## config.mk

```make
export PLATFORM = sky130hd
export DESIGN_NAME = i2c_master_transfer_sequencer
export DESIGN_NICKNAME = d
export VERILOG_FILES = /design/src/rtl/i2cmts_pkg.sv /design/src/rtl/i2cmts_step.sv /design/src/rtl/i2c_master_transfer_sequencer.sv
export SDC_FILE = /design/constraint.sdc
export NUM_CORES = 1
export LEC_CHECK = 0
export ABC_AREA = 1
export BUFFER_PORTS_ARGS = -buffer_cell sky130_fd_sc_hd__buf_2
export CAP_MARGIN = 20
export CORE_ASPECT_RATIO = 0.75
export CORE_UTILIZATION = 60
export DETAILED_ROUTE_END_ITERATION = 6
export GPL_ROUTABILITY_DRIVEN = 0
export PLACE_DENSITY = 0.82
export SLEW_MARGIN = 10
export SYNTH_ARGS = -nofsm -noshare
export SYNTH_HDL_FRONTEND = slang
export SYNTH_HIERARCHICAL = 1
export SYNTH_SLANG_ARGS = --single-unit
export TNS_END_PERCENT = 1
```

## constraint.sdc

```tcl
create_clock -name clk -period 3.75 [get_ports clk]
set_input_delay 0.75 -clock clk [delete_from_list [all_inputs] [get_ports clk]]
set_output_delay 0.75 -clock clk [all_outputs]
set_load 0.05 [all_outputs]
```

## src/rtl/i2cmts_pkg.sv

```systemverilog
package i2cmts_pkg;

	localparam int BUFFER_DEPTH = 16;
	localparam int STORE_AW     = $clog2(BUFFER_DEPTH);
	localparam int POS_W        = 5;
	localparam logic [POS_W-1:0] POS_MAX = 5'd31;

	localparam int APB_AW = 3;

	localparam logic REG_MSG_LEN   = 1'b0;
	localparam logic REG_SEND_STOP = 1'b1;

	localparam logic [1:0] MODE_WR    = 2'd0;
	localparam logic [1:0] MODE_START = 2'd1;
	localparam logic [1:0] MODE_EVENT = 2'd2;
	localparam logic [1:0] MODE_RD    = 2'd3;

	localparam logic [3:0] ST_START      = 4'd0;
	localparam logic [3:0] ST_REPSTART   = 4'd1;
	localparam logic [3:0] ST_WADR_ACK   = 4'd2;
	localparam logic [3:0] ST_WADR_NACK  = 4'd3;
	localparam logic [3:0] ST_WDATA_ACK  = 4'd4;
	localparam logic [3:0] ST_WDATA_NACK = 4'd5;
	localparam logic [3:0] ST_ARBLOST    = 4'd6;
	localparam logic [3:0] ST_RADR_ACK   = 4'd7;
	localparam logic [3:0] ST_RADR_NACK  = 4'd8;
	localparam logic [3:0] ST_RDATA_ACK  = 4'd9;
	localparam logic [3:0] ST_RDATA_NACK = 4'd10;
	localparam logic [3:0] ST_BUSERR     = 4'd11;

	localparam logic [2:0] ERR_NONE       = 3'd0;
	localparam logic [2:0] ERR_WADR_NACK  = 3'd1;
	localparam logic [2:0] ERR_WDATA_NACK = 3'd2;
	localparam logic [2:0] ERR_RADR_NACK  = 3'd3;
	localparam logic [2:0] ERR_BUS        = 3'd4;
	localparam logic [2:0] ERR_OTHER      = 3'd5;
	localparam logic [2:0] ERR_IDLE       = 3'd6;

	typedef struct packed {
		logic [1:0] mode;
		logic [3:0] index;
		logic [7:0] data;
		logic [3:0] bus_status;
	} req_t;

	typedef struct packed {
		logic [7:0] tx_byte;
		logic       tx_valid;
		logic       continue_irq;
		logic       clear_flag;
		logic       send_ack;
		logic       send_start;
		logic       send_stop_now;
		logic [7:0] read_byte;
		logic       done_good;
		logic [2:0] last_error;
		logic       busy_res;
	} rsp_t;

	typedef struct packed {
		logic [POS_W-1:0] pos;
		logic             good;
		logic [2:0]       err;
		logic             busy;
	} xfer_state_t;

	typedef struct packed {
		logic             en;
		logic [POS_W-1:0] addr;
		logic [7:0]       data;
	} store_wr_t;

endpackage

```

## src/rtl/i2cmts_step.sv

```systemverilog
module i2cmts_step import i2cmts_pkg::*; (
	input  req_t             req,
	input  xfer_state_t      cur,
	input  logic [4:0]       msg_len,
	input  logic             stop_en,
	input  logic [7:0]       rd_data,
	output logic [POS_W-1:0] rd_addr,
	output xfer_state_t      nxt,
	output store_wr_t        wr,
	output rsp_t             rsp
);

	logic             is_start;
	logic [POS_W-1:0] pos_eff;
	logic [POS_W-1:0] pos_inc;
	logic [POS_W-1:0] ack_pos;

	assign is_start = (req.bus_status == ST_START) || (req.bus_status == ST_REPSTART);
	assign pos_eff  = is_start ? '0 : cur.pos;
	assign pos_inc  = (pos_eff == POS_MAX) ? pos_eff : pos_eff + 1'b1;
	assign ack_pos  = (req.bus_status == ST_RDATA_ACK) ? pos_inc : cur.pos;
	assign rd_addr  = (req.mode == MODE_RD) ? POS_W'(req.index) : pos_eff;

	always_comb begin
		nxt = cur;
		wr  = '0;
		rsp = '0;
		case (req.mode)
			MODE_WR: begin
				if (!cur.busy) begin
					wr.en   = 1'b1;
					wr.addr = POS_W'(req.index);
					wr.data = req.data;
				end
			end
			MODE_START: begin
				if (!cur.busy) begin
					nxt.good = 1'b0;
					nxt.err  = ERR_IDLE;
					nxt.busy = 1'b1;
					rsp.continue_irq = 1'b1;
					rsp.clear_flag   = 1'b1;
					rsp.send_start   = 1'b1;
				end
			end
			MODE_RD: begin
				rsp.read_byte = rd_data;
			end
			default: begin
				if (cur.busy) begin
					case (req.bus_status)
						ST_START, ST_REPSTART, ST_WADR_ACK, ST_WDATA_ACK: begin
							nxt.pos = pos_eff;
							if (pos_eff < msg_len) begin
								rsp.tx_byte      = rd_data;
								rsp.tx_valid     = 1'b1;
								rsp.continue_irq = 1'b1;
								rsp.clear_flag   = 1'b1;
								nxt.pos          = pos_inc;
							end else begin
								nxt.good = 1'b1;
								nxt.busy = 1'b0;
								rsp.clear_flag    = stop_en;
								rsp.send_stop_now = stop_en;
							end
						end
						ST_RADR_ACK, ST_RDATA_ACK: begin
							if (req.bus_status == ST_RDATA_ACK) begin
								wr.en   = 1'b1;
								wr.addr = cur.pos;
								wr.data = req.data;
								nxt.pos = pos_inc;
							end
							rsp.continue_irq = 1'b1;
							rsp.clear_flag   = 1'b1;
							rsp.send_ack     = (msg_len != '0) && (ack_pos < msg_len - 5'd1);
						end
						ST_RDATA_NACK: begin
							wr.en   = 1'b1;
							wr.addr = cur.pos;
							wr.data = req.data;
							nxt.good = 1'b1;
							nxt.busy = 1'b0;
							rsp.clear_flag    = 1'b1;
							rsp.send_stop_now = 1'b1;
						end
						ST_ARBLOST: begin
							rsp.continue_irq = 1'b1;
							rsp.clear_flag   = 1'b1;
							rsp.send_start   = 1'b1;
						end
						ST_WADR_NACK, ST_WDATA_NACK, ST_RADR_NACK: begin
							if (req.bus_status == ST_WADR_NACK)
								nxt.err = ERR_WADR_NACK;
							else if (req.bus_status == ST_WDATA_NACK)
								nxt.err = ERR_WDATA_NACK;
							else
								nxt.err = ERR_RADR_NACK;
							nxt.busy = 1'b0;
							rsp.clear_flag    = 1'b1;
							rsp.send_stop_now = 1'b1;
						end
						ST_BUSERR: begin
							nxt.err  = ERR_BUS;
							nxt.busy = 1'b0;
						end
						default: begin
							nxt.err  = ERR_OTHER;
							nxt.busy = 1'b0;
						end
					endcase
				end
			end
		endcase
		rsp.done_good  = nxt.good;
		rsp.last_error = nxt.err;
		rsp.busy_res   = nxt.busy;
	end

endmodule

```

## src/rtl/i2c_master_transfer_sequencer.sv

```systemverilog
// I2C master transfer sequencer.
// Request channel (req_valid/req_stall/req): each word is a buffer write, a
// transfer start, a bus status event or a buffer read, chosen by req.mode.
// Response channel (rsp_valid/rsp_stall/rsp): exactly one word per request,
// in order, carrying the bus action plus done/error/busy status after it.
// Config: APB registers message_length at 0x0 and send_stop at 0x4; write
// only while no request is in flight.
// Flow: an accepted request waits in the request register; its response is then
// loaded into the response register. Throughput: one request per cycle while the
// receiver does not stall; all work is one decode, one read of the 16 x 8 flop
// buffer and one position update between the request and response registers.
// Reset: busy, done flags and position cleared, last error = 6, message_length
// = 1, send_stop = 1; buffer contents are undefined until written.
// Receiver stall: the response register holds; the request register still
// takes a word while empty, then req_stall rises until the response moves.
module i2c_master_transfer_sequencer import i2cmts_pkg::*; (
	input  logic              clk,
	input  logic              arst_n,
	input  logic              req_valid,
	output logic              req_stall,
	input  req_t              req,
	output logic              rsp_valid,
	input  logic              rsp_stall,
	output rsp_t              rsp,
	input  logic              psel,
	input  logic              penable,
	input  logic              pwrite,
	input  logic [APB_AW-1:0] paddr,
	input  logic [31:0]       pwdata,
	output logic [31:0]       prdata,
	output logic              pready
);

	logic             req_vld_s1;
	req_t             req_s1;
	logic             rsp_vld_s2;
	rsp_t             rsp_s2;
	xfer_state_t      state_q;
	xfer_state_t      state_nx;
	logic [4:0]       msg_len_q;
	logic             send_stop_q;
	logic [7:0]       store_q [BUFFER_DEPTH];
	logic [POS_W-1:0] rd_addr;
	logic [7:0]       rd_data;
	store_wr_t        wr;
	rsp_t             rsp_nx;
	logic             advance;
	logic             fire;
	logic             cfg_wr;

	assign advance   = !rsp_vld_s2 || !rsp_stall;
	assign fire      = req_vld_s1 && advance;
	assign req_stall = req_vld_s1 && !advance;
	assign rsp_valid = rsp_vld_s2;
	assign rsp       = rsp_s2;

	assign pready = 1'b1;
	assign cfg_wr = psel && penable && pwrite;
	assign prdata = (paddr[2] == REG_SEND_STOP) ? {31'b0, send_stop_q} : {27'b0, msg_len_q};

	always_ff @(posedge clk or negedge arst_n) begin
		if (!arst_n) begin
			msg_len_q   <= 5'd1;
			send_stop_q <= 1'b1;
		end else if (cfg_wr) begin
			case (paddr[2])
				REG_MSG_LEN:   msg_len_q   <= pwdata[4:0];
				REG_SEND_STOP: send_stop_q <= pwdata[0];
				default:       msg_len_q   <= msg_len_q;
			endcase
		end
	end

	always_ff @(posedge clk or negedge arst_n) begin
		if (!arst_n) begin
			req_vld_s1 <= 1'b0;
			rsp_vld_s2 <= 1'b0;
			state_q    <= '{pos: '0, good: 1'b0, err: ERR_IDLE, busy: 1'b0};
		end else begin
			if (!req_stall)
				req_vld_s1 <= req_valid;
			if (advance)
				rsp_vld_s2 <= req_vld_s1;
			if (fire)
				state_q <= state_nx;
		end
	end

	always_ff @(posedge clk) begin
		if (req_valid && !req_stall)
			req_s1 <= req;
		if (fire)
			rsp_s2 <= rsp_nx;
	end

	// message buffer: flops, one muxed read address
	assign rd_data = (int'(rd_addr) < BUFFER_DEPTH) ? store_q[STORE_AW'(rd_addr)] : 8'd0;

	always_ff @(posedge clk) begin
		if (fire && wr.en && (int'(wr.addr) < BUFFER_DEPTH))
			store_q[STORE_AW'(wr.addr)] <= wr.data;
	end

	i2cmts_step u_step (
		.req     (req_s1),
		.cur     (state_q),
		.msg_len (msg_len_q),
		.stop_en (send_stop_q),
		.rd_data (rd_data),
		.rd_addr (rd_addr),
		.nxt     (state_nx),
		.wr      (wr),
		.rsp     (rsp_nx)
	);

	a_status_tracks_state: assert property (@(posedge clk) disable iff (!arst_n)
		rsp_vld_s2 |-> (rsp_s2.busy_res == state_q.busy && rsp_s2.done_good == state_q.good
			&& rsp_s2.last_error == state_q.err))
		else $error("response status out of step with transfer state");

	a_tx_action: assert property (@(posedge clk) disable iff (!arst_n)
		rsp_vld_s2 && rsp_s2.tx_valid |-> rsp_s2.continue_irq && rsp_s2.clear_flag
			&& !rsp_s2.send_stop_now)
		else $error("byte load without continue/clear or with stop");

	a_err_nonzero: assert property (@(posedge clk) disable iff (!arst_n)
		state_q.err != ERR_NONE)
		else $error("error code zero");

	a_ack_needs_busy: assert property (@(posedge clk) disable iff (!arst_n)
		rsp_vld_s2 && rsp_s2.send_ack |-> rsp_s2.busy_res && rsp_s2.continue_irq)
		else $error("ack requested outside a live read");

endmodule
```

# [Word level (Yosys, flattened, before mapping)]
# Memory sizes are Yosys's and may differ from the RTL's.
# Index checks and enable logic that the tools add are counted.
[totals] mem_bits_ro=0 mem_count=1 output_inout_bits=62 wordCells=123 latch_bits=0 register_bits=63 mem_bits_rw=128
[memory_table] name="store_q" words=16 word_bits=8 rd=1 rd_ports_with_merged_regs=0 wr=1 line="i2c_master_transfer_sequencer.sv:42" rtl="logic [7:0] store_q [BUFFER_DEPTH];"
[classes] n_addsub=2 reduce_logical=35 magnitude_cmp=4 bitwise_logic=6 n_mux=38 div_mod_pow=0 shift=0 n_eq_ne=14 mul=0
[op_table] op="case mux 14 bit (2 select lines)" n=2
[op_table] op="two-way mux 5 bit" n=9
[op_table] op="two-way mux 14 bit" n=3
[op_table] op="case mux 5 bit (2 select lines)" n=2
[op_table] op="== test 4 x 3 -> 1 bit (second input constant)" n=4
[op_table] op="== test 4 bit (second input constant)" n=4
[op_table] op="case mux 1 bit (2 select lines)" n=6
[op_table] op="OR reduction 4 bit" n=3
[op_table] op="less-than comparator 5 bit" n=2
[op_table] op="less-than comparator 5 bit (second input constant)" n=2
[op_table] op="two-way mux 1 bit" n=10
[op_table] op="two-way mux 10 bit" n=1
[op_table] op="OR reduction 5 bit" n=2
[op_table] op="case mux 3 bit (3 select lines)" n=1
[op_table] op="OR reduction 3 bit" n=3
[op_table] op="== test 4 x 2 -> 1 bit (second input constant)" n=2
[op_table] op="logical AND 1 bit" n=8
[op_table] op="two-way mux 8 bit" n=1
[op_table] op="OR reduction 8 bit" n=1
[op_table] op="OR reduction 7 bit" n=1
[op_table] op="NOT 1 bit" n=6
[op_table] op="OR reduction 2 bit" n=3
[op_table] op="OR reduction 6 bit" n=1
[op_table] op="adder 5 x 1 -> 5 bit (second input constant)" n=1
[op_table] op="other kinds (15)" n=21

# [Longest topological paths before layout]
# Gate-level depths: netlist (run 1).
[depth] word_depth=11 ltp_mapped=16

# [Modules after synthesis]
# Netlist (run 1), hierarchy kept.
[by_module_without_submodules] module="i2c_master_transfer_sequencer" seq_area_each_um2=5650.4 cells_per_inst=694 area_each_um2=7833.8 instances=1
[by_module_without_submodules] module="i2cmts_step" seq_area_each_um2=0.0 cells_per_inst=293 area_each_um2=1498.9 instances=1

# [Worst setup path after synthesis (run 1)]
# No wires, ideal clock.
[synth_path] path_type="register to register" startpoint="reg req_s1[3] in the netlist's numbering" endpoint="reg rsp_s2 (netlist bit rsp[15]), data pin" path_buffers=0 t_required_ns=3.490 stages_incl_launch_ff=15 t_arrival_ns=2.112 period_less_slack_ns=2.372 path_slack_ns=1.378 cell_sequence="edfxtp_1 -> nor2_2 -> nand2_4 -> inv_1 -> nor2_1 -> ha_1 -> nand3_1 -> nand2_1 -> inv_1 -> nor2_1 -> a21boi_0 -> ha_1 -> a21oi_1 -> o2111ai_1 -> a21oi_1"
[synth_via] elab_chain_cells=8 elab_cells_between_ends=15
[synth_rtl] item="from (decl)" line="i2c_master_transfer_sequencer.sv:35" rtl="req_t req_s1;"
[synth_rtl] item="from (signal assigned)" line="i2c_master_transfer_sequencer.sv:91" rtl="req_s1 <= req;"
[synth_rtl] item="== test 4 x 1 -> 1 bit / zero test 4 bit (equally long branches)" line="i2cmts_step.sv:18" rtl="assign is_start = (req.bus_status == ST_START) || (req.bus_status == ST_REPSTART);"
[synth_rtl] item="logical OR 1 bit" line="i2cmts_step.sv:18"
[synth_rtl] item="two-way mux 5 bit" line="i2cmts_step.sv:19" rtl="assign pos_eff = is_start ? '0 : cur.pos;"
[synth_rtl] item="adder 5 x 1 -> 5 bit / == test 5 bit (equally long branches)" line="i2cmts_step.sv:20" rtl="assign pos_inc = (pos_eff == POS_MAX) ? pos_eff : pos_eff + 1'b1;"
[synth_rtl] item="two-way mux 5 bit" line="i2cmts_step.sv:20"
[synth_rtl] item="two-way mux 5 bit" line="i2cmts_step.sv:21" rtl="assign ack_pos = (req.bus_status == ST_RDATA_ACK) ? pos_inc : cur.pos;"
[synth_rtl] item="less-than comparator 5 bit" line="i2cmts_step.sv:76" rtl="rsp.send_ack = (msg_len != '0) && (ack_pos < msg_len - 5'd1);"
[synth_rtl] item="logical AND 1 bit" line="i2cmts_step.sv:76"
[synth_rtl] item="to (signal assigned)" line="i2c_master_transfer_sequencer.sv:93" rtl="rsp_s2 <= rsp_nx;"
[synth_rtl] item="to (decl)" line="i2c_master_transfer_sequencer.sv:37" rtl="rsp_t rsp_s2;"
# Several ways; a longest one is shown, not always the timed one.
# A chain may end at the register's enable or synchronous reset.

==> results of run 1 <==
[cells by family after synthesis]
| family | Yosys count | share of synthesized area (%) |
|---|---|---|
| adder cells (fa/ha/maj) | 14 | 1.877 |
| AND/OR/NAND/NOR | 505 | 22.99 |
| flip-flops | 191 | 60.54 |
| buffers and inverters | 213 | 10.56 |
| other | 2 | 0.08047 |
| XOR/XNOR | 3 | 0.2816 |
| AO/OA/AOI/OAI | 59 | 3.660 |
[state kept, by name (all words and copies together) (netlist names)]
signal and cells:
store_q 128, rsp 27, req_s1 18, state_q 10, msg_len_q 5, req_vld_s1 1, rsp_valid 1, send_stop_q 1
[area by class of cell]
cell class                      count  area (µm²)
Sequential cell                   191        5650
Fill cell                        1094        4850
Multi-Input combinational cell    609        2809
Clock buffer                       27       586.8
Inverter                          150       563.0
Timing Repair Buffer               83       475.5
Tap cell                          205       256.5
Clock inverter                      5       33.78
[worst max-delay path, cell delays in order (launching register included)]
cell and delay [ns]:
edfxtp_1 0.42, inv_1 0.10, ha_1 0.24, nand2_1 0.29
a21oi_2 0.26, nor2_2 0.13, inv_1 0.07, nand2_1 0.05
nor2_1 0.25, nand3_1 0.28, nor2_1 0.67
[through the flow]
step	setup slack (ns)	hold slack (ns)	std cells
6_report	0.6043	0.2646	1270
5_1_grt	0.3478	0.2904	1270
4_1_cts	0.7229	0.2733	1270
3_5_place_dp	0.7415	0.4718	1238
3_3_place_gp	0.8234	0.4594	1238
2_1_floorplan	1.378	0.4477	1013
[cell usage in the layout (no fill, tap or decap), drive strengths merged, types with 2 or more instances in the layout]
cell and count:
a21oi 28, a31oi 2, and2 2, buf 83, clkbuf 27, clkinv 2, conb 28, dfrtp 14
dfstp 4, edfxtp 173, ha 14, inv 153, nand2 313, nand3 110, nand4 2, nor2 75
nor3 2, o211ai 3, o21ai 19, xor2 2
[power groups by stage]
stage	clock network [W]	registers [W]	logic (W)
after detailed placement	0	0.00259	0.00160
after global placement	0	0.00259	0.00156
final	0.00183	0.00255	0.00164
after CTS	0.00184	0.00254	0.00162
after global routing	0.00192	0.00256	0.00181
after floorplan	0	0.00271	0.00112
[layer usage]
metal | GRT usage [%] | vias to the layer above | share of wire [%]
met2 | 40.70 | 363 | 45
li1 | - | 3249 | -
met5 | 0 | - | 0
met1 | 35.97 | 3170 | 43
met3 | 7.119 | 28 | 10
met4 | 9.375 | 0 | 1.4
[final timing paths]
check,startpoint,to,cells after the start
setup / recovery,req_s1[16]$_DFFE_PP_,store_q[8][2]$_DFFE_PP_,10
setup reg to reg,req_s1[16]$_DFFE_PP_,store_q[8][2]$_DFFE_PP_,10
min in group clk,req_vld_s1$_DFFE_PN0N_,rsp_valid$_DFFE_PN0P_,2
hold / removal,arst_n,state_q[4]$_DFFE_PN0P_,1
max in group asynchronous,arst_n,msg_len_q[0]$_DFFE_PN1P_,1
hold reg to reg,req_vld_s1$_DFFE_PN0N_,rsp_valid$_DFFE_PN0P_,2
==> results_dict.tcl, run 1 <==
set metrics [dict create \
    final_nets 1126 \
    routed_wl_um 20040 \
    design_area_um2 10380 \
    p_clk_share_pct 30.4 \
    portBuffers 64 \
    total_power_w 0.006019 \
    die_y_um 110.0 \
    grt_pass1_vias 6178 \
    required_ns 3.81 \
    fin_util_pct 68.15 \
    fin_crit_sh_pct 83.89 \
    yosys.area.top_type_share_pct 55.66 \
    cts.clk_slew.worst_paths_ns 0.07 \
    rsz0062_at_grt "no" \
    synthTopCellsByArea "edfxtp_1, nand2_1, nand3_1" \
    ys_seq_area_share_pct 60.54 \
    power_density_nw_per_um2 580.1 \
    cts_setup_buffers 0 \
    dpl_cell_area_um2 9754 \
    drtIter0Drc 854 \
    dp_hpwl_um 13360 \
    critical_path_class "reg -> reg" \
    gr-usage-all-layers_pct 26.21 \
    die-area_um2 16060 \
    max_cap_violations 0 \
    relSlewSlack_pct 47.58 \
    clock_sinks 191 \
    die-width_um 146.0 \
    cts_root_buf "clkbuf_16" \
    synth-edff-count 173 \
    synth-seq-cells 191 \
    ant_nets 0 \
    setup_viol 0 \
    combPwrFrac_pct 27.3 \
    yosysMostFrequentCell "nand2_1" \
    pin_count 122 \
    hold_path_class "in -> async" \
    clock_latency_ns 0.44 \
    coreArea_um2 15220 \
    grt_start_max_net_pins 65 \
    viasPerCell 5.362 \
    async_flop_share_pct 9.424 \
    clock-skew-final_ns 0.009558 \
    synth_cell_types 42 \
    synth_common_cells "nand2_1, edfxtp_1, inv_1" \
    synthesis.area_um2 9333 \
    post_drt_wl_per_cell_um 15.78 \
    setup_tns_ns 0 \
    first_pass_iters 6 \
    clockBufferDepth 2 \
    crit_fanout 9 \
    seq_power_share_pct 42.3 \
    yosysWarnings 6 \
    maxSlewViolCount 0 \
    ir_drop_uv 433.6 \
    cp.arrival_ns 3.21 \
    start_util_pct 61.30 \
    synth_top_cell_by_area "edfxtp_1" \
    cts_resized 0 \
    diodes 0 \
    end_kind "register" \
    hold_viol 0 \
    swShare_pct 33.69 \
    cts_max_level 4 \
    status "complete, no violations" \
    synth-main-ff-cell "edfxtp_1" \
    grt_pass1_wl_um 31240 \
    worst_setup_path_start_kind "register" \
    cts_hold_buf 0 \
    clock.fmax_mhz 317.9 \
    vias 6810 \
    worst_pin_slew_ns 0.7835 \
    syn_area_per_cell_um2 9.456 \
    switching_power_w 0.002028 \
    rows 39 \
    tritoncts "built" \
    drcViolationCount 0 \
    p_int_w 0.003991 \
    drive_gt1_share_pct 13.90 \
    antenna_found_initial 0 \
    fin_crit_ns 3.146 \
    syn2layout_area_growth_pct 11.17 \
    leakage_nw 4.769 \
    overflow 0 \
    syn_inst 987 \
    rrSetupSlack_ns 0.60 \
    cts_inserted_buffers 17 \
]
(Power assumes the default switching activity.)
==> run 2, diff against run 1 <==
Settings changed: CORE_UTILIZATION 60 to 52, PLACE_DENSITY 0.82 to 0.76.
Clock period 3.75 ns to 2.7 ns, I/O delays scaled along.
==> run 2 against run 1 <==
Net effect:
- sequential cell count is the same
- first-iteration DRC count rose by 12%
- total power increased by 42%
- combinational power up 47%
- clock skew grew 0.0031 ns
- cell count is 4.6% higher
- hold slack lost 0.22 ns
- maximum frequency grew 20%
- sequential share of layout area fell by 1.6 points
- largest cell class unchanged
- non-clock buffer count rose by 22
==> results_dict.tcl, run 2 (synthesis gave the netlist of run 1 again) <==
set metrics [dict create \
    status "complete, no violations" \
    overflow 0 \
    hold_path_class "in -> async" \
    clock.fmax_mhz 379.9 \
    routed.top_layer "met4" \
    cts_hold_buf 0 \
    tritoncts "built" \
    fin_crit_ns 2.632 \
    clock_sinks 191 \
    dpl_cell_area_um2 9988 \
    fin_util_pct 60.74 \
    setup_viol 0 \
    setup_tns_ns 0 \
    max_cap_violations 0 \
    routed_wl_um 20950 \
    ir_drop_uv 607.0 \
    cp.arrival_ns 2.78 \
    die-width_um 156.7 \
    dr_wl_met2_um 9292 \
    worst_setup_path_start_kind "register" \
    viasPerCell 5.188 \
    cp_slowest_cell "edfxtp_1" \
    coreArea_um2 17600 \
    pin_count 122 \
    wl_met3_um 1994 \
    grt_pass1_vias 6291 \
    gr-usage-all-layers_pct 24.05 \
    cts_root_buf "clkbuf_16" \
    rows 42 \
    power_density_nw_per_um2 799.9 \
    grt_pass1_wl_um 32830 \
    syn2layout_area_growth_pct 14.57 \
    maxSlewViolCount 0 \
    drtIter0Drc 957 \
    pre_cts_ws_ns 0.05422 \
    vias 6895 \
    cp_slowest_stage_delay_ns 0.45 \
    crit_fanout 8 \
    die-area_um2 18490 \
    cp_common_cell "inv_1" \
    cts_max_level 4 \
    hold_slack_ns 0.04899 \
    setup_ws_ns 0.06763 \
    critical_path_class "reg -> reg" \
    cts_resized 0 \
    relSlewSlack_pct 50.57 \
    final_nets 1148 \
    fill_cells 1402 \
    dp_hpwl_um 13890 \
    end_kind "register" \
    clockBufferDepth 2 \
    drive_gt1_share_pct 16.74 \
    diodes 0 \
    design_area_um2 10690 \
    regMostFlops "store_q" \
    first_pass_iters 7 \
    worst_pin_slew_ns 0.7406 \
    largest_reg_flops 128 \
    grt_start_max_net_pins 65 \
    drcViolationCount 0 \
    required_ns 2.85 \
    portBuffers 64 \
    post_drt_wl_per_cell_um 15.77 \
    die_y_um 118.0 \
    clock-skew-final_ns 0.01268 \
    cts_inserted_buffers 17 \
    multi_input_area_um2 2885 \
    final_common_cell "nand2_1" \
    clock_latency_ns 0.44 \
    start_util_pct 53.01 \
    fin_crit_sh_pct 97.50 \
    wl_met1_um 9201 \
    crit_chain "inv_1 > nand2_2 > nor2_1 > inv_1 > a21oi_2 > inv_1 > o22ai_2 > nand3_2 > nor2_1 > buf_4" \
    cts.clk_slew.worst_paths_ns 0.07 \
    hold_viol 0 \
    cts_setup_buffers 0 \
    antenna_found_initial 0 \
    layout_common_cells "nand2_1, edfxtp_1, inv_1" \
    seqCellArea_um2 5650 \
    ant_nets 0 \
    leakage_nw 4.887 \
]
==> run 2: final cells by class <==
| cell class | instances | share of cell area [%] |
|---|---|---|
| tap | 242 | 2.832 |
| timing repair buffer | 105 | 6.342 |
| sequential | 191 | 52.84 |
| inverter | 150 | 5.289 |
| clock inverter | 14 | 1.697 |
| clock buffer | 18 | 4.014 |
| multi-input combinational | 609 | 26.98 |
==> run 2: path summary, 6_finish.rpt <==
kind,from,to,slack (ns),cells after the start
hold reg to reg,state_q[4]$_DFFE_PN0P_,state_q[4]$_DFFE_PN0P_,0.48,2
min in group clk,req[0],req_s1[0]$_DFFE_PP_,0.27,1
setup / recovery,req_s1[2]$_DFFE_PP_,store_q[6][3]$_DFFE_PP_,0.07,10
max in group asynchronous,arst_n,msg_len_q[0]$_DFFE_PN1P_,2.30,1
setup reg to reg,req_s1[2]$_DFFE_PP_,store_q[6][3]$_DFFE_PP_,0.07,10
hold / removal,arst_n,state_q[1]$_DFFE_PN0P_,0.05,1
==> run 2: routing by layer <==
metal  vias up  global-route usage [%]
met5         -                       0
met4         0                   8.211
met3        47                   6.664
met2       345                   34.63
met1      3209                   35.03
li1       3294                       -
==> run 2: worst max-delay path: cells and delay by family, from the launching register on <==
kind | cells | cell delay [ns]
buffers and inverters | 4 | 0.64
AO/OA/AOI/OAI | 2 | 0.58
flip-flops | 1 | 0.45
AND/OR/NAND/NOR | 4 | 0.67
==> run 2: through the flow <==
stage | cells | total power, W
finish | 1329 | 0.008554
global route | 1329 | 0.008939
CTS | 1327 | 0.008504
detailed placement | 1295 | 0.005913
global placement | 1295 | 0.005859
floorplan | 1013 | 0.005313
==> run 2: report_power, final <==
group          internal [W]  total [W]  switching [W]
Clock               0.00148    0.00261        0.00113
Combinational      0.000704    0.00241        0.00171
Sequential          0.00341    0.00353       0.000113
Total               0.00560    0.00855        0.00296
==> run 3, diff against run 2 <==
Settings changed: GPL_TIMING_DRIVEN set to 0.
==> run 3 against run 2 <==
Net effect:
- critical path depth is 1 lower
- sequential power barely moved
- combinational power grew 7%
- clock power shrank 6%
- non-clock buffer count is 43 higher
- wire length is 4.4% higher
- clock skew decreased by 0.0032 ns
- global-route usage increased by 0.62 points
- maximum frequency down 0.57%
- cell count increased by 3.2%
==> results_dict.tcl, run 3 (synthesis gave the netlist of run 1 again) <==
set metrics [dict create \
    status "complete, no violations" \
    portBuffers 63 \
    hold_path_class "in -> async" \
    switching_power_w 0.002970 \
    antenna_found_initial 0 \
    viasPerCell 5.144 \
    clockBufferDepth 2 \
    start_util_pct 53.01 \
    relSlewSlack_pct 43.56 \
    fin_crit_sh_pct 98.05 \
    clock-skew-final_ns 0.009441 \
    ant_nets 0 \
    grt_start_max_net_pins 37 \
    dp_hpwl_um 15030 \
    hold_slack_ns 0.04596 \
    pin_count 122 \
    hold_viol 0 \
    seqCellArea_um2 5650 \
    die_y_um 118.0 \
    clock_latency_ns 0.44 \
    final_nets 1191 \
    required_ns 2.81 \
    grt_pass1_vias 6273 \
    worst_pin_slew_ns 0.8466 \
    leakage_nw 5.101 \
    worst_setup_path_start_kind "register" \
    swShare_pct 34.61 \
    cts_root_buf "clkbuf_16" \
    p_clk_share_pct 28.7 \
    cp_slowest_stage_delay_ns 0.44 \
    crit_chain "inv_1 > nand2_2 > nor2_1 > inv_1 > a21oi_2 > inv_1 > o21ai_1 > nand2_1 > nor2_4" \
    die-width_um 156.7 \
    cts.clk_slew.worst_paths_ns 0.07 \
    fill_cells 1323 \
    combPwrFrac_pct 30.1 \
    syn2layout_area_growth_pct 20.34 \
    first_pass_iters 6 \
    multi_input_area_um2 3050 \
    rows 42 \
    cp_common_cell "inv_1" \
    cp_slowest_cell "edfxtp_1" \
    coreArea_um2 17600 \
    die-area_um2 18490 \
    crit_family "simple AND/OR/NAND/NOR gates" \
    vias 7058 \
    rsz0062_at_grt "yes" \
    layout_common_cells "nand2_1, edfxtp_1, inv_1" \
    path_buf_inv 3 \
    cts_max_level 4 \
    gr-usage-all-layers_pct 24.67 \
    regMostFlops "store_q" \
    final_common_cell "nand2_1" \
    routed_wl_um 21880 \
    crit_fanout 8 \
    critical_path_class "reg -> reg" \
    p_int_w 0.005611 \
    overflow 0 \
    max_cap_violations 0 \
    tritoncts "built" \
    largest_reg_flops 128 \
    cts_inserted_buffers 17 \
    power_density_nw_per_um2 764.1 \
    drive_gt1_share_pct 21.42 \
    end_kind "register" \
    maxSlewViolCount 0 \
    diodes 0 \
    drtIter0Drc 940 \
    grt_pass1_wl_um 33690 \
    setup_viol 0 \
    setup_tns_ns 0 \
    reg2reg_depth 9 \
    ir_drop_uv 604.9 \
    fin_crit_ns 2.647 \
    drcViolationCount 0 \
    post_drt_wl_per_cell_um 15.94 \
    cp.arrival_ns 2.76 \
    cp.depth 9 \
    seq_power_share_pct 41.2 \
    clock_sinks 191 \
    clock.fmax_mhz 377.7 \
]
-- run 3: cell types whose count changed in the layout (fill, tap and decap cells not counted), moves of 5 or more --
| cell | previous run | this run |
|---|---|---|
| nor2_1 | 67 | 52 |
| buf_2 | 64 | 73 |
| a21oi_1 | 26 | 20 |
| clkbuf_1 | 1 | 8 |
| buf_6 | 0 | 9 |
| a21oi_2 | 2 | 7 |
| clkbuf_4 | 0 | 7 |
| nor2_4 | 5 | 19 |
| buf_4 | 37 | 42 |
| buf_12 | 4 | 11 |
-- run 3: final timing paths --
kind                                        startpoint  slack, ns                        to
min in group clk                               req[10]       0.28      req_s1[10]$_DFFE_PP_
worst min-delay path                            arst_n       0.05    state_q[9]$_DFFE_PN0P_
worst max-delay path               req_s1[2]$_DFFE_PP_       0.05   store_q[4][7]$_DFFE_PP_
worst max register to register     req_s1[2]$_DFFE_PP_       0.05   store_q[4][7]$_DFFE_PP_
max in group asynchronous                       arst_n       2.31  msg_len_q[0]$_DFFE_PN1P_
worst min register to register  req_vld_s1$_DFFE_PN0N_       0.48     rsp_valid$_DFFE_PN0P_
-- run 3: final cells by class --
type                    instances  area share (%)
inverters                     150           5.013
clock inverters                 4          0.2117
multi-input cells             609           27.16
flip-flops and latches        191           50.31
clock buffers                  28           4.991
plain buffers                  63           3.977
repair buffers                 85           5.637
well taps                     242           2.696
-- run 3: power by group through the flow --
stage | clock (W) | combinational (W) | sequential (W)
after floorplan | 0 | 0.00155 | 0.00376
after global placement | 0 | 0.00231 | 0.00359
after detailed placement | 0 | 0.00237 | 0.00359
after CTS | 0.00248 | 0.00242 | 0.00353
after global routing | 0.00259 | 0.00279 | 0.00355
final | 0.00246 | 0.00258 | 0.00353
-- run 3: layer usage --
| metal | GRT usage, % | vias to the layer above | part of all wire [%] |
|---|---|---|---|
| met5 | 0 | - | 0 |
| met4 | 7.414 | 0 | 1.8 |
| met3 | 7.106 | 32 | 11 |
| met2 | 34.43 | 435 | 43 |
| met1 | 37.10 | 3210 | 44 |
| li1 | - | 3381 | - |
-- run 3: worst register-to-register path, cell delays in order, from the launching register on --
cell	delay (ns)
edfxtp_1	0.44
inv_1	0.13
nand2_2	0.09
nor2_1	0.22
inv_1	0.11
a21oi_2	0.22
inv_1	0.15
o21ai_1	0.31
nand2_1	0.33
nor2_4	0.33
-- run 3: stage by stage --
step / area (µm²) / instances / setup slack (ns) / total power, W / utilization [%]
floorplan: 9430 / 1013 / 0.3280 / 0.005313 / -
global placement: 10050 / 1318 / -0.3195 / 0.005904 / 57.08
detailed placement: 10090 / 1322 / -0.4182 / 0.005967 / 57.34
CTS: 11040 / 1364 / 0.01168 / 0.008442 / 62.70
global route: 11230 / 1372 / -0.07904 / 0.008937 / 63.80
finish: 11230 / 1372 / 0.05252 / 0.008581 / 63.80
-- run 3: repair_timing --
| action | CTS | global route |
|---|---|---|
| hold buffers | 0 | 0 |
| gates resized for setup | 49 | 29 |
| setup buffers | 10 | 4 |
| setup endpoints to repair | 209 | 151 |
| pin swaps | 11 | 6 |
